$ cat config.mk
export PLATFORM = sky130hd
export DESIGN_NAME = eschcv_ctrl
export DESIGN_NICKNAME = d
export VERILOG_FILES = /design/src/assert_macros.svh /design/src/eschcv_pkg.sv /design/src/eschcv_ctrl.sv
export SDC_FILE = /design/constraint.sdc
export NUM_CORES = 1
export LEC_CHECK = 0
export BUFFER_PORTS_ARGS = -buffer_cell sky130_fd_sc_hd__buf_2
export CAP_MARGIN = 15
export CORE_UTILIZATION = 45
export CTS_BUF_LIST = sky130_fd_sc_hd__clkbuf_16
export CTS_CLUSTER_SIZE = 8
export DETAILED_ROUTE_END_ITERATION = 12
export GPL_TIMING_DRIVEN = 0
export PLACE_DENSITY_LB_ADDON = 0.1
export SYNTH_ARGS = -nofsm -noshare
export SYNTH_HDL_FRONTEND = slang
export SYNTH_SLANG_ARGS = --single-unit
$ cat constraint.sdc
create_clock -name clk -period 6.5 [get_ports clk]
set_input_delay 0.325 -clock clk [delete_from_list [all_inputs] [get_ports clk]]
set_output_delay 0.325 -clock clk [all_outputs]
set_load 0.02 [all_outputs]
$ cat src/assert_macros.svh
// ----------------------------------------------------------------------------
// Assertion macros
// Shared concurrent assertion forms, all clocked and reset-qualified.
// ----------------------------------------------------------------------------
`ifndef ASSERT_MACROS_SVH
`define ASSERT_MACROS_SVH

// Check cons in the same cycle whenever ante holds.
`define ASSERT_HOLDS(label, ck, rn, ante, cons) \
    label: assert property (@(posedge ck) disable iff (!rn) (ante) |-> (cons)) \
        else $error("same-cycle check failed");

// Check cons in the cycle after ante holds.
`define ASSERT_NEXT(label, ck, rn, ante, cons) \
    label: assert property (@(posedge ck) disable iff (!rn) (ante) |=> (cons)) \
        else $error("next-cycle check failed");

`endif

$ cat src/eschcv_pkg.sv
// ----------------------------------------------------------------------------
// eschcv_pkg
// Types, constants and the decay table of the hysteresis cell voltage unit.
// ----------------------------------------------------------------------------
package eschcv_pkg;

    // Configuration register indexes
    localparam logic [2:0] CFG_EFFICIENCY = 3'd0;
    localparam logic [2:0] CFG_RATE       = 3'd1;
    localparam logic [2:0] CFG_STEP_MS    = 3'd2;
    localparam logic [2:0] CFG_CAPACITY   = 3'd3;
    localparam logic [2:0] CFG_R0         = 3'd4;
    localparam logic [2:0] CFG_R1         = 3'd5;
    localparam logic [2:0] CFG_M0         = 3'd6;
    localparam logic [2:0] CFG_M          = 3'd7;

    // 3600 s/h * 1000 ms/s * 256 (Q8.8 rate scale)
    localparam logic [29:0] DEN_SCALE = 30'd921600000;

    localparam logic [30:0] EXP_ONE   = 31'h4000_0000;
    localparam logic [60:0] EXP_HALF  = 61'h2000_0000;

    // Divider step count: 20 fraction/integer bits of x plus an overflow bit.
    localparam int X_STEPS   = 21;
    localparam int EXP_TERMS = 20;

    // ceil(2^54 / 1000), split at bit 22; four partial products scale
    // nanovolts to microvolts exactly for magnitudes below 2^44.
    localparam logic [22:0] V_RECIP_HI = 23'd4294967;
    localparam logic [21:0] V_RECIP_LO = 22'd1241514;
    localparam int          V_TERMS    = 4;

    typedef struct packed {
        logic       capture;
        logic       mul0;
        logic       mul1;
        logic       mul2;
        logic       x_load;
        logic       div_step;
        logic       exp_step;
        logic [4:0] exp_idx;
        logic       h_calc;
        logic       v_mul;
        logic [1:0] v_idx;
        logic       v_calc;
        logic       out_load;
    } dp_cmd_t;

    // exp(-2^(k-16)) in Q30
    function automatic logic [29:0] exp_tab(input logic [4:0] k);
        logic [29:0] t;
        unique case (k)
            5'd0:  t = 30'd1073725440;
            5'd1:  t = 30'd1073709056;
            5'd2:  t = 30'd1073676290;
            5'd3:  t = 30'd1073610760;
            5'd4:  t = 30'd1073479712;
            5'd5:  t = 30'd1073217664;
            5'd6:  t = 30'd1072693760;
            5'd7:  t = 30'd1071646719;
            5'd8:  t = 30'd1069555701;
            5'd9:  t = 30'd1065385899;
            5'd10: t = 30'd1057095000;
            5'd11: t = 30'd1040706261;
            5'd12: t = 30'd1008687096;
            5'd13: t = 30'd947573834;
            5'd14: t = 30'd836230973;
            5'd15: t = 30'd651257337;
            5'd16: t = 30'd395007541;
            5'd17: t = 30'd145315154;
            5'd18: t = 30'd19666268;
            5'd19: t = 30'd360200;
            default: t = 30'd0;
        endcase
        return t;
    endfunction

endpackage

$ cat src/eschcv_ctrl.sv
// ----------------------------------------------------------------------------
// eschcv_ctrl
// Sequencer for one sample: multiplies, divide, decay, voltage and output.
// ----------------------------------------------------------------------------
module eschcv_ctrl
    import eschcv_pkg::*;
(
    input  logic    clk,
    input  logic    rst_n,
    input  logic    in_valid,
    output logic    in_stall,
    output logic    out_valid,
    input  logic    out_stall,
    output dp_cmd_t cmd
);

    localparam logic [3:0] ST_IDLE  = 4'd0;
    localparam logic [3:0] ST_MUL0  = 4'd1;
    localparam logic [3:0] ST_MUL1  = 4'd2;
    localparam logic [3:0] ST_MUL2  = 4'd3;
    localparam logic [3:0] ST_XLOAD = 4'd4;
    localparam logic [3:0] ST_XDIV  = 4'd5;
    localparam logic [3:0] ST_EXP   = 4'd6;
    localparam logic [3:0] ST_HCALC = 4'd7;
    localparam logic [3:0] ST_VMUL  = 4'd8;
    localparam logic [3:0] ST_VCALC = 4'd9;
    localparam logic [3:0] ST_OUT   = 4'd10;

    localparam logic [5:0] X_LAST = 6'(X_STEPS - 1);
    localparam logic [5:0] E_LAST = 6'(EXP_TERMS - 1);
    localparam logic [5:0] V_LAST = 6'(V_TERMS - 1);

    logic [3:0] state_reg, state_next;
    logic [5:0] cnt_reg, cnt_next;
    logic       out_valid_reg, out_valid_next;

    always_comb
    begin
        state_next     = state_reg;
        cnt_next       = cnt_reg;
        cmd            = '0;
        out_valid_next = out_valid_reg;
        if (out_valid_reg && !out_stall)
        begin
            out_valid_next = 1'b0;
        end
        unique case (state_reg)
            ST_IDLE:
            begin
                if (in_valid)
                begin
                    cmd.capture = 1'b1;
                    state_next  = ST_MUL0;
                end
            end
            ST_MUL0:
            begin
                cmd.mul0   = 1'b1;
                state_next = ST_MUL1;
            end
            ST_MUL1:
            begin
                cmd.mul1   = 1'b1;
                state_next = ST_MUL2;
            end
            ST_MUL2:
            begin
                cmd.mul2   = 1'b1;
                state_next = ST_XLOAD;
            end
            ST_XLOAD:
            begin
                cmd.x_load = 1'b1;
                cnt_next   = X_LAST;
                state_next = ST_XDIV;
            end
            ST_XDIV:
            begin
                cmd.div_step = 1'b1;
                if (cnt_reg == 6'd0)
                begin
                    state_next = ST_EXP;
                end
                else
                begin
                    cnt_next = cnt_reg - 6'd1;
                end
            end
            ST_EXP:
            begin
                cmd.exp_step = 1'b1;
                cmd.exp_idx  = cnt_reg[4:0];
                if (cnt_reg == E_LAST)
                begin
                    state_next = ST_HCALC;
                end
                else
                begin
                    cnt_next = cnt_reg + 6'd1;
                end
            end
            ST_HCALC:
            begin
                cmd.h_calc = 1'b1;
                cnt_next   = 6'd0;
                state_next = ST_VMUL;
            end
            ST_VMUL:
            begin
                cmd.v_mul = 1'b1;
                cmd.v_idx = cnt_reg[1:0];
                if (cnt_reg == V_LAST)
                begin
                    state_next = ST_VCALC;
                end
                else
                begin
                    cnt_next = cnt_reg + 6'd1;
                end
            end
            ST_VCALC:
            begin
                cmd.v_calc = 1'b1;
                state_next = ST_OUT;
            end
            ST_OUT:
            begin
                if (!out_valid_reg || !out_stall)
                begin
                    cmd.out_load   = 1'b1;
                    out_valid_next = 1'b1;
                    state_next     = ST_IDLE;
                end
            end
            default:
            begin
                state_next = ST_IDLE;
            end
        endcase
    end

    always_ff @(posedge clk or negedge rst_n)
    begin
        if (!rst_n)
        begin
            state_reg     <= ST_IDLE;
            cnt_reg       <= '0;
            out_valid_reg <= 1'b0;
        end
        else
        begin
            state_reg     <= state_next;
            cnt_reg       <= cnt_next;
            out_valid_reg <= out_valid_next;
        end
    end

    assign in_stall  = (state_reg != ST_IDLE);
    assign out_valid = out_valid_reg;

endmodule

==> flow_summary.json, run 1 <==
{
  "outcome": "complete, no violations",
  "power_density_nw_per_um2": 159.8,
  "synthDistinctLibCells": 38,
  "placed_cell_area_um2": 1044,
  "fin_skew_ns": 0.005050,
  "path_common_cell": "buf_2",
  "grt_antenna_before_repair": 0,
  "largest_reg_flops": 6,
  "path_buf_inv": 2,
  "cp_data_required_time_ns": 6.67,
  "grt_usage": 0.2264,
  "synth_top_family_by_area": "simple AND/OR/NAND/NOR gates",
  "synthXorXnorAreaFrac": 0.01953,
  "die_h_um": 46.65,
  "hold_viol_final": 0,
  "maxSlewHeadroom": 0.7043,
  "hp-class": "in -> reg",
  "ys.flop_type": "dfrtp_1",
  "peakVddDrop_mv": 0.1605,
  "dp_cells": 159,
  "clk_latency_ns": 0.24,
  "route.vias.total": 907,
  "drcViolationCount": 0,
  "synthMuxAreaShare": 0.04463,
  "drt.antenna.violating_nets": 0,
  "holdBufCountCts": 1,
  "yosys-top-cells-area": "dfrtp_1 (31%), nor3_1 (5.0%), and2_1 (4.9%)",
  "timing.final.crit_share": 0.4251,
  "startpoint_type": "flop",
  "ys_seq_area_frac": 0.3068,
  "portBuffers": 23,
  "die_w_um": 46.65,
  "async_reset_ff_frac": 1.000,
  "drv_cap": 0,
  "synth.avg_cell_area_um2": 8.082,
  "num_antenna_cells": 0,
  "cts_tree": "yes",
  "cts-root-buf": "clkbuf_16",
  "power_uw": 181.0,
  "first_pass_iters": 5,
  "cts.sinks": 11,
  "yosys.area_share.simple": 0.3668,
  "p_leak_nw": 0.5576,
  "syn2layout_area_growth_pct": 26.22,
  "coreArea_um2": 1802,
  "clk_pin_slew_ns": 0.04,
  "critPathSlowestCell": "or4_1",
  "fill_cells": 181,
  "critical_path.max_stage_delay_ns": 0.43,
  "place_ws_ns": 3.810,
  "crit_family": "simple AND/OR/NAND/NOR gates",
  "netlist.area_leader.share": 0.3068,
  "synth_edf_count": 0,
  "min_period_ns": 2.763,
  "grt_pass1_wl_mm": 3.401,
  "synth_compound_area_frac": 0.1771,
  "num-nets-final": 145,
  "tns_ns": 0,
  "netlist_area_um2": 897.1,
  "design.die.area_um2": 2176,
  "grt_max_degree": 12,
  "postCtsSetupRepairBufs": 0,
  "syn_inst": 111,
  "wl_per_cell_um": 13.05,
  "setup_viol": 0,
  "crit_path_cell_trace": "buf_2 -> nor4bb_1 -> buf_2 -> nor2_4 -> xor2_1 -> ha_1 -> nor4_1 -> mux2i_1 -> or4_1 -> nand3b_1",
  "layout-drive-gt1-share": 0.2518,
  "synth_area_leader_cell": "dfrtp_1",
  "tightest_slew_ns": 0.4402,
  "rsz0062_at_grt": "false",
  "synth_fp_nets": 116,
  "ys_ff_latch": 11,
  "cts_resized": 0,
  "path_max_fanout": 10,
  "cts.htree.levels": 1,
  "ioPinCount": 24,
  "cts_made_buffers": 3,
  "worst_slack_ns": 3.737,
  "wirelength_mm": 2.140,
  "floorplan.rows": 15,
  "dpl.hpwl_mm": 1.607,
  "via_per_inst": 5.530,
  "start_util": 0.4979,
  "grt-ovfl-total": 0,
  "gp_congestion": 0.8834,
  "end_kind": "flop",
  "yosys_warnings": 0,
  "slew_violations": 0,
  "path_class": "reg -> reg",
  "cp.arrival_ns": 2.93,
  "synth_adder_area_share": 0.01395,
  "max_clock_freq_ghz": 0.3619,
  "grt_pass1_vias": 778,
  "instances_no_fill": 164,
  "clockBufferDepth": 2,
  "final_area_um2": 1132,
  "drtIter0Drc": 10
}
-- cell type report --
cell class | count | area, um2 | share of cell area
buffer | 9 | 48.80 | 0.04309
timing repair buffer | 24 | 125.1 | 0.1105
multi-input combinational | 87 | 558.0 | 0.4928
sequential | 11 | 275.3 | 0.2431
clock inverter | 1 | 3.754 | 0.003315
inverter | 4 | 15.01 | 0.01326
clock buffer | 3 | 75.07 | 0.06630
tap | 25 | 31.28 | 0.02762
-- layer usage --
metal	vias to the layer above	wire length, um	track usage
met1	416	1071	0.3228
li1	462	-	-
met3	5	90	0.03529
met4	0	30	0.08571
met2	24	948	0.3417
met5	-	0	0
-- tightest hold or removal path, stage by stage --
cell and delay [ns]:
buf_2 0.09, nand2_1 0.06, nand2_1 0.06
-- through the flow --
step	utilization	hold slack [ns]
after floorplan	-	0.02941
after global placement	0.5792	0.2024
after detailed placement	0.5792	0.2037
after CTS	0.6285	0.3392
after global routing	0.6285	0.3582
final	0.6285	0.3372
-- Yosys cell counts (2+ instances only) --
| cell type | number |
|---|---|
| or4_1 | 3 |
| mux2i_1 | 4 |
| o22ai_1 | 3 |
| inv_1 | 4 |
| nand2b_1 | 3 |
| nor4_1 | 3 |
| nand3_1 | 3 |
| dfrtp_1 | 11 |
| nor3_1 | 9 |
| nand2_1 | 10 |
| o31ai_1 | 2 |
| xor2_1 | 2 |
| a211o_1 | 3 |
| a21o_1 | 3 |
| buf_2 | 3 |
| nor2_1 | 8 |
| clkbuf_1 | 4 |
| a21oi_1 | 2 |
| o21ai_0 | 5 |
| and2_1 | 7 |
| and3_1 | 2 |
-- report_power, final --
| group | total [mW] | switching, mW | leakage, nW | internal [mW] |
|---|---|---|---|---|
| combinational | 0.00275 | 0.00165 | 0.377 | 0.00109 |
| sequential | 0.0688 | 0.0000000000000000176 | 0.139 | 0.0688 |
| clock | 0.109 | 0.0289 | 0.0423 | 0.0806 |
| total | 0.181 | 0.0305 | 0.558 | 0.150 |
-- cells by family after synthesis --
| group | count (synthesis) |
|---|---|
| simple gates | 57 |
| compound gates | 23 |
| buf+inv | 13 |
| flops | 11 |
| mux | 4 |
| xor+xnor | 2 |
| fa+ha+maj | 1 |
-- path summary, 6_finish.rpt --
| check | from | to | slack [ns] | cells past startpoint |
|---|---|---|---|---|
| max | state_reg[0]$_DFFE_PN0P_ | cnt_reg[4]$_DFFE_PN0P_ | 3.74 | 10 |
| min | out_stall | out_valid$_DFF_PN0_ | 0.34 | 3 |
| max reg2reg | state_reg[0]$_DFFE_PN0P_ | cnt_reg[4]$_DFFE_PN0P_ | 3.74 | 10 |
| min reg2reg | out_valid$_DFF_PN0_ | out_valid$_DFF_PN0_ | 0.52 | 2 |
| max in group asynchronous | rst_n | out_valid$_DFF_PN0_ | 5.82 | 2 |
| min in group asynchronous | rst_n | cnt_reg[0]$_DFFE_PN0P_ | 0.48 | 2 |
-- layout by cell type, fill, tap and decap left out, types with 2 or more instances in the layout --
| cell | Yosys | final |
|---|---|---|
| a211o_1 | 3 | 3 |
| buf_2 | 3 | 26 |
| nand2b_1 | 3 | 3 |
| mux2i_1 | 4 | 4 |
| o31ai_1 | 2 | 2 |
| nor3_1 | 9 | 9 |
| o22ai_1 | 3 | 3 |
| a21oi_1 | 2 | 2 |
| a21o_1 | 3 | 3 |
| and2_1 | 7 | 7 |
| o21ai_0 | 5 | 5 |
| inv_1 | 4 | 5 |
| and3_1 | 2 | 2 |
| clkbuf_16 | 0 | 3 |
| dfrtp_1 | 11 | 11 |
| nand3_1 | 3 | 3 |
| or4_1 | 3 | 3 |
| clkbuf_1 | 4 | 4 |
| nor4_1 | 3 | 3 |
| nand2_1 | 10 | 10 |
| xor2_1 | 2 | 2 |
| nor2_1 | 8 | 8 |
Power figures use the tool's default switching activity.
==> inputs of run 2 (changes only) <==
- clock period: 6.5 -> 2.5 ns (I/O delays scaled with it)
==> run 2 against run 1 <==
Clock-buffer cell count did not move. Clock skew fell by 0.0022 ns. Global-route usage rose by 2.4 points. Clock power rose to 2.7 times the previous value. Critical path depth fell by 1. Sequential share of layout area fell by 1.3 points. Routed wire length rose by 13%. Worst setup slack got worse by 3.7 ns. First-iteration DRC count rose to 3.4 times the previous value. Sequential power rose to 2.6 times the previous value. Final cell count rose by 2.4%. Die area did not move. Highest routed layer unchanged.
==> flow_summary.json, run 2 (synthesis gave the netlist of run 1 again) <==
{
  "outcome": "complete, no violations",
  "maxSlewHeadroom": 0.6743,
  "cp_data_required_time_ns": 2.67,
  "wirelength_mm": 2.427,
  "end_kind": "flop",
  "floorplan.rows": 15,
  "critPathSlowestCell": "or4b_4",
  "drt.antenna.violating_nets": 0,
  "path_class": "reg -> reg",
  "cts.sinks": 11,
  "holdWs_ns": 0.1336,
  "dpl.hpwl_mm": 1.649,
  "portBuffers": 23,
  "hp-class": "in -> reg",
  "power_density_nw_per_um2": 397.3,
  "path_buf_inv": 1,
  "peakVddDrop_mv": 0.4606,
  "setup_viol": 0,
  "cts-root-buf": "clkbuf_16",
  "via_per_inst": 5.649,
  "die_w_um": 46.65,
  "p_sw_uw": 85.99,
  "wl_per_cell_um": 14.45,
  "route.vias.total": 949,
  "p_int_uw": 391.8,
  "drtIter0Drc": 34,
  "cts_tree": "yes",
  "grt_max_degree": 12,
  "place_ws_ns": -0.2260,
  "die_h_um": 46.65,
  "first_pass_iters": 4,
  "comb_power_share": 0.016,
  "tightest_slew_ns": 0.4849,
  "gp_congestion": 0.8460,
  "num_antenna_cells": 0,
  "path_max_fanout": 7,
  "slew_violations": 0,
  "grt_usage": 0.2504,
  "fin_skew_ns": 0.002885,
  "crit_path_cell_trace": "or4b_4 -> clkinvlp_4 -> nor2_4 -> xor2_1 -> ha_2 -> nor4_4 -> mux2i_1 -> or4_1 -> nand3b_1",
  "power_uw": 477.7,
  "ioPinCount": 24,
  "p_clk_frac": 0.610,
  "clk_latency_ns": 0.24,
  "coreArea_um2": 1802,
  "syn2layout_area_growth_pct": 34.03,
  "final_cell_mix": "buf_2 (25), nand2_1 (10), dfrtp_1 (10)",
  "critical_path.max_stage_delay_ns": 0.53,
  "clk_pin_slew_ns": 0.04,
  "cts_made_buffers": 3,
  "clockBufferDepth": 2,
  "pwr-share-seq": 0.374,
  "final_common_cell": "buf_2",
  "layout-drive-gt1-share": 0.3077,
  "grt_pass1_wl_mm": 3.843,
  "grt_pass1_vias": 802,
  "drv_cap": 0,
  "cp.arrival_ns": 2.66,
  "drcViolationCount": 0,
  "p_sw_frac": 0.1800,
  "hold_viol_final": 0,
  "grt_antenna_before_repair": 0,
  "num-nets-final": 149,
  "p_leak_nw": 0.5766,
  "worst_slack_ns": 0.01513,
  "start_util": 0.4979,
  "timing.final.crit_share": 0.9939,
  "grt-ovfl-total": 0,
  "max_clock_freq_ghz": 0.4024,
  "startpoint_type": "flop",
  "crit_family": "simple AND/OR/NAND/NOR gates",
  "rsz0062_at_grt": "true",
  "cts.htree.levels": 1,
  "largest_reg_flops": 6,
  "design.die.area_um2": 2176,
  "min_period_ns": 2.485
}
run 2: worst min-delay path: cells and delay by family:
kind,cells,cell delay [ns]
buffers and inverters,1,0.09
and+or+nand+nor,2,0.12
run 2: stage by stage:
| step | util | instance area (um2) | setup TNS (ns) | instances |
|---|---|---|---|---|
| after floorplan | - | 900.9 | 0 | 111 |
| after global placement | 0.5813 | 1047 | -0.1044 | 159 |
| after detailed placement | 0.5813 | 1047 | -0.2260 | 159 |
| after CTS | 0.6472 | 1166 | 0 | 166 |
| after global routing | 0.6674 | 1202 | -0.03726 | 168 |
| final | 0.6674 | 1202 | 0 | 168 |
run 2: per-layer routing:
layer	track usage	share of wire
met1	0.3549	0.46
met2	0.3722	0.47
met3	0.07843	0.065
met4	0.05143	0.0066
met5	0	0
run 2: cell type report:
class / count / area [um2]
clock buffers: 3 / 75.07
well taps: 25 / 31.28
repair buffers: 28 / 155.1
flip-flops and latches: 11 / 276.5
multi-input cells: 87 / 590.6
fillers: 177 / 599.3
clock inverters: 1 / 3.754
inverters: 4 / 18.77
plain buffers: 9 / 51.30
run 2: worst paths after layout:
path | startpoint | to | slack [ns] | cells past startpoint
hold / removal | out_stall | out_valid$_DFF_PN0_ | 0.13 | 3
hold reg to reg | out_valid$_DFF_PN0_ | out_valid$_DFF_PN0_ | 0.54 | 2
setup / recovery | state_reg[2]$_DFFE_PN0P_ | cnt_reg[4]$_DFFE_PN0P_ | 0.02 | 9
min in group asynchronous | rst_n | cnt_reg[5]$_DFFE_PN0P_ | 0.30 | 2
max in group asynchronous | rst_n | state_reg[2]$_DFFE_PN0P_ | 1.97 | 2
setup reg to reg | state_reg[2]$_DFFE_PN0P_ | cnt_reg[4]$_DFFE_PN0P_ | 0.02 | 9
run 2: power groups by stage:
stage | Clock [mW] | Sequential [mW] | Combinational (mW)
after floorplan | 0 | 0.181 | 0.000332
after global placement | 0 | 0.181 | 0.00647
after detailed placement | 0 | 0.181 | 0.00661
after CTS | 0.290 | 0.179 | 0.00786
after global routing | 0.307 | 0.178 | 0.00904
final | 0.291 | 0.179 | 0.00766
run 2: timing repair:
| action | CTS | global route |
|---|---|---|
| pin swaps | 1 | 2 |
| cloned | 0 | 0 |
| endpoints found under the setup margin | 1 | 1 |
| gates resized for setup | 3 | 4 |
| hold endpoints to repair | 11 | 0 |
| setup buffers | 2 | 2 |
| hold buffers | 1 | 0 |
==> inputs of run 3 (changes only) <==
==> constraint.sdc (replaced) <==
create_clock -name clk -period 2.5 [get_ports clk]
set_input_delay 0.75 -clock clk [delete_from_list [all_inputs] [get_ports clk]]
set_output_delay 0.75 -clock clk [all_outputs]
set_load 0.02 [all_outputs]
==> run 3 against run 2 <==
Fmax shrank 0.42%. Routed wire length is 2.7% higher. Power about the same. Worst setup slack got worse by 0.010 ns. Clock skew increased by 0.0015 ns. Via count is 4.6% higher. Largest power group unchanged.
==> flow_summary.json, run 3 (synthesis gave the netlist of run 1 again) <==
{
  "slew_violations": 0,
  "clockBufferDepth": 2,
  "cp.arrival_ns": 1.75,
  "placed_cell_area_um2": 1047,
  "grt_pass1_vias": 818,
  "final_area_um2": 1227,
  "outcome": "complete, no violations",
  "rrSetupSlack_ns": 0.01,
  "via_per_inst": 5.876,
  "path_class": "reg -> out",
  "ff2ff_path_depth": 9,
  "cts_tree": "yes",
  "grt_max_degree": 12,
  "syn2layout_area_growth_pct": 36.82,
  "first_pass_iters": 4,
  "crit_family": "simple AND/OR/NAND/NOR gates",
  "num-nets-final": 150,
  "r2r-start": "state_reg[2]$_DFFE_PN0P_",
  "multiInputGateArea_um2": 594.3,
  "grt-ovfl-total": 0,
  "ioPinCount": 24,
  "dpl.hpwl_mm": 1.649,
  "power_density_nw_per_um2": 389.1,
  "startpoint_type": "flop",
  "seqCellArea_um2": 276.5,
  "crit_path_cell_trace": "or4b_4 -> clkinvlp_4 -> buf_4 -> and2_1 -> buf_4",
  "layout-drive-gt1-share": 0.3194,
  "grt_pass1_wl_mm": 3.843,
  "clk_latency_ns": 0.24,
  "portBuffers": 23,
  "route.vias.total": 993,
  "start_util": 0.4979,
  "critical_path.max_stage_delay_ns": 0.53,
  "drtIter0Drc": 42,
  "die_w_um": 46.65,
  "path_max_fanout": 6,
  "tightest_slew_ns": 0.4793,
  "wl_per_cell_um": 14.75,
  "setup_viol": 0,
  "final_cell_mix": "buf_2 (20), buf_4 (12), nand2_1 (10), dfrtp_1 (10), nor3_1 (9)",
  "cts.sinks": 11,
  "timing.final.crit_share": 0.9981,
  "rsz0062_at_grt": "true",
  "drt.antenna.violating_nets": 0,
  "grt_antenna_before_repair": 0,
  "cts-root-buf": "clkbuf_16",
  "fill_cells": 173,
  "path_buf_inv": 3,
  "clk_pin_slew_ns": 0.05,
  "hold_viol_final": 0,
  "coreArea_um2": 1802,
  "num_antenna_cells": 0,
  "drcViolationCount": 0,
  "largest_reg_flops": 6,
  "wirelength_mm": 2.492,
  "end_kind": "output port",
  "final_common_cell": "buf_2",
  "max_clock_freq_ghz": 0.4008,
  "drv_cap": 0,
  "floorplan.rows": 15,
  "holdWs_ns": 0.3823,
  "grt_usage": 0.2520,
  "cts_made_buffers": 3,
  "cts.htree.levels": 1,
  "critPathSlowestCell": "or4b_4",
  "design.die.area_um2": 2176,
  "min_period_ns": 2.495,
  "power_uw": 477.6,
  "peakVddDrop_mv": 0.4593,
  "gp_congestion": 0.8460,
  "p_leak_nw": 0.5908,
  "hp-class": "in -> async",
  "die_h_um": 46.65,
  "fin_skew_ns": 0.004385,
  "cp_data_required_time_ns": 1.75,
  "maxSlewHeadroom": 0.6780,
  "path_common_cell": "buf_4",
  "worstReg2RegEnd": "cnt_reg[4]$_DFFE_PN0P_"
}
## run 3: how the worst max path moves through the flow
stage                                   startpoint                     end  slack (ns)  cells after the start
after floorplan           state_reg[0]$_DFFE_PN0P_  cnt_reg[4]$_DFFE_PN0P_        0.01                     10
after global placement    state_reg[0]$_DFFE_PN0P_  cnt_reg[4]$_DFFE_PN0P_       -0.10                     10
after detailed placement  state_reg[0]$_DFFE_PN0P_  cnt_reg[4]$_DFFE_PN0P_       -0.23                     10
after CTS                 state_reg[2]$_DFFE_PN0P_                  cmd[3]       0.001                      5
after global routing      state_reg[2]$_DFFE_PN0P_                  cmd[2]       -0.05                      5
final                     state_reg[2]$_DFFE_PN0P_                  cmd[2]       0.005                      5
## run 3: stage by stage
step	util	TNS, ns	setup WS, ns	instances
2_1_floorplan	-	0	0.01224	111
3_3_place_gp	0.5813	-0.1044	-0.1044	159
3_5_place_dp	0.5813	-0.2260	-0.2260	159
4_1_cts	0.6556	0	0.001319	166
5_1_grt	0.6813	-0.2519	-0.05499	169
6_report	0.6813	0	0.004703	169
## run 3: repair_timing
| action | 4_1_cts | 5_1_grt |
|---|---|---|
| setup endpoints to repair | 2 | 9 |
| gates resized for setup | 7 | 8 |
| pin swaps | 1 | 2 |
| gates cloned | 0 | 0 |
| setup buffers | 3 | 3 |
| hold buffers | 0 | 0 |
## run 3: layer usage
| layer | vias to the layer above | GRT usage | part of all wire |
|---|---|---|---|
| met3 | 4 | 0.06667 | 0.076 |
| met5 | - | 0 | 0 |
| met2 | 45 | 0.3722 | 0.47 |
| li1 | 472 | - | - |
| met1 | 472 | 0.3573 | 0.44 |
| met4 | 0 | 0.07429 | 0.012 |
## run 3: power breakdown
part	internal, mW	switching, mW
sequential	0.179	0.0000000000000000562
clock	0.210	0.0822
combinational	0.00183	0.00464
total	0.391	0.0868
## run 3: final cells by class
cell class,count,share of cell area
well taps,25,0.02548
flip-flops and latches,11,0.2253
clock inverters,1,0.003058
plain buffers,9,0.04689
inverters,4,0.01529
repair buffers,29,0.1386
clock buffers,3,0.06116
multi-input cells,87,0.4842
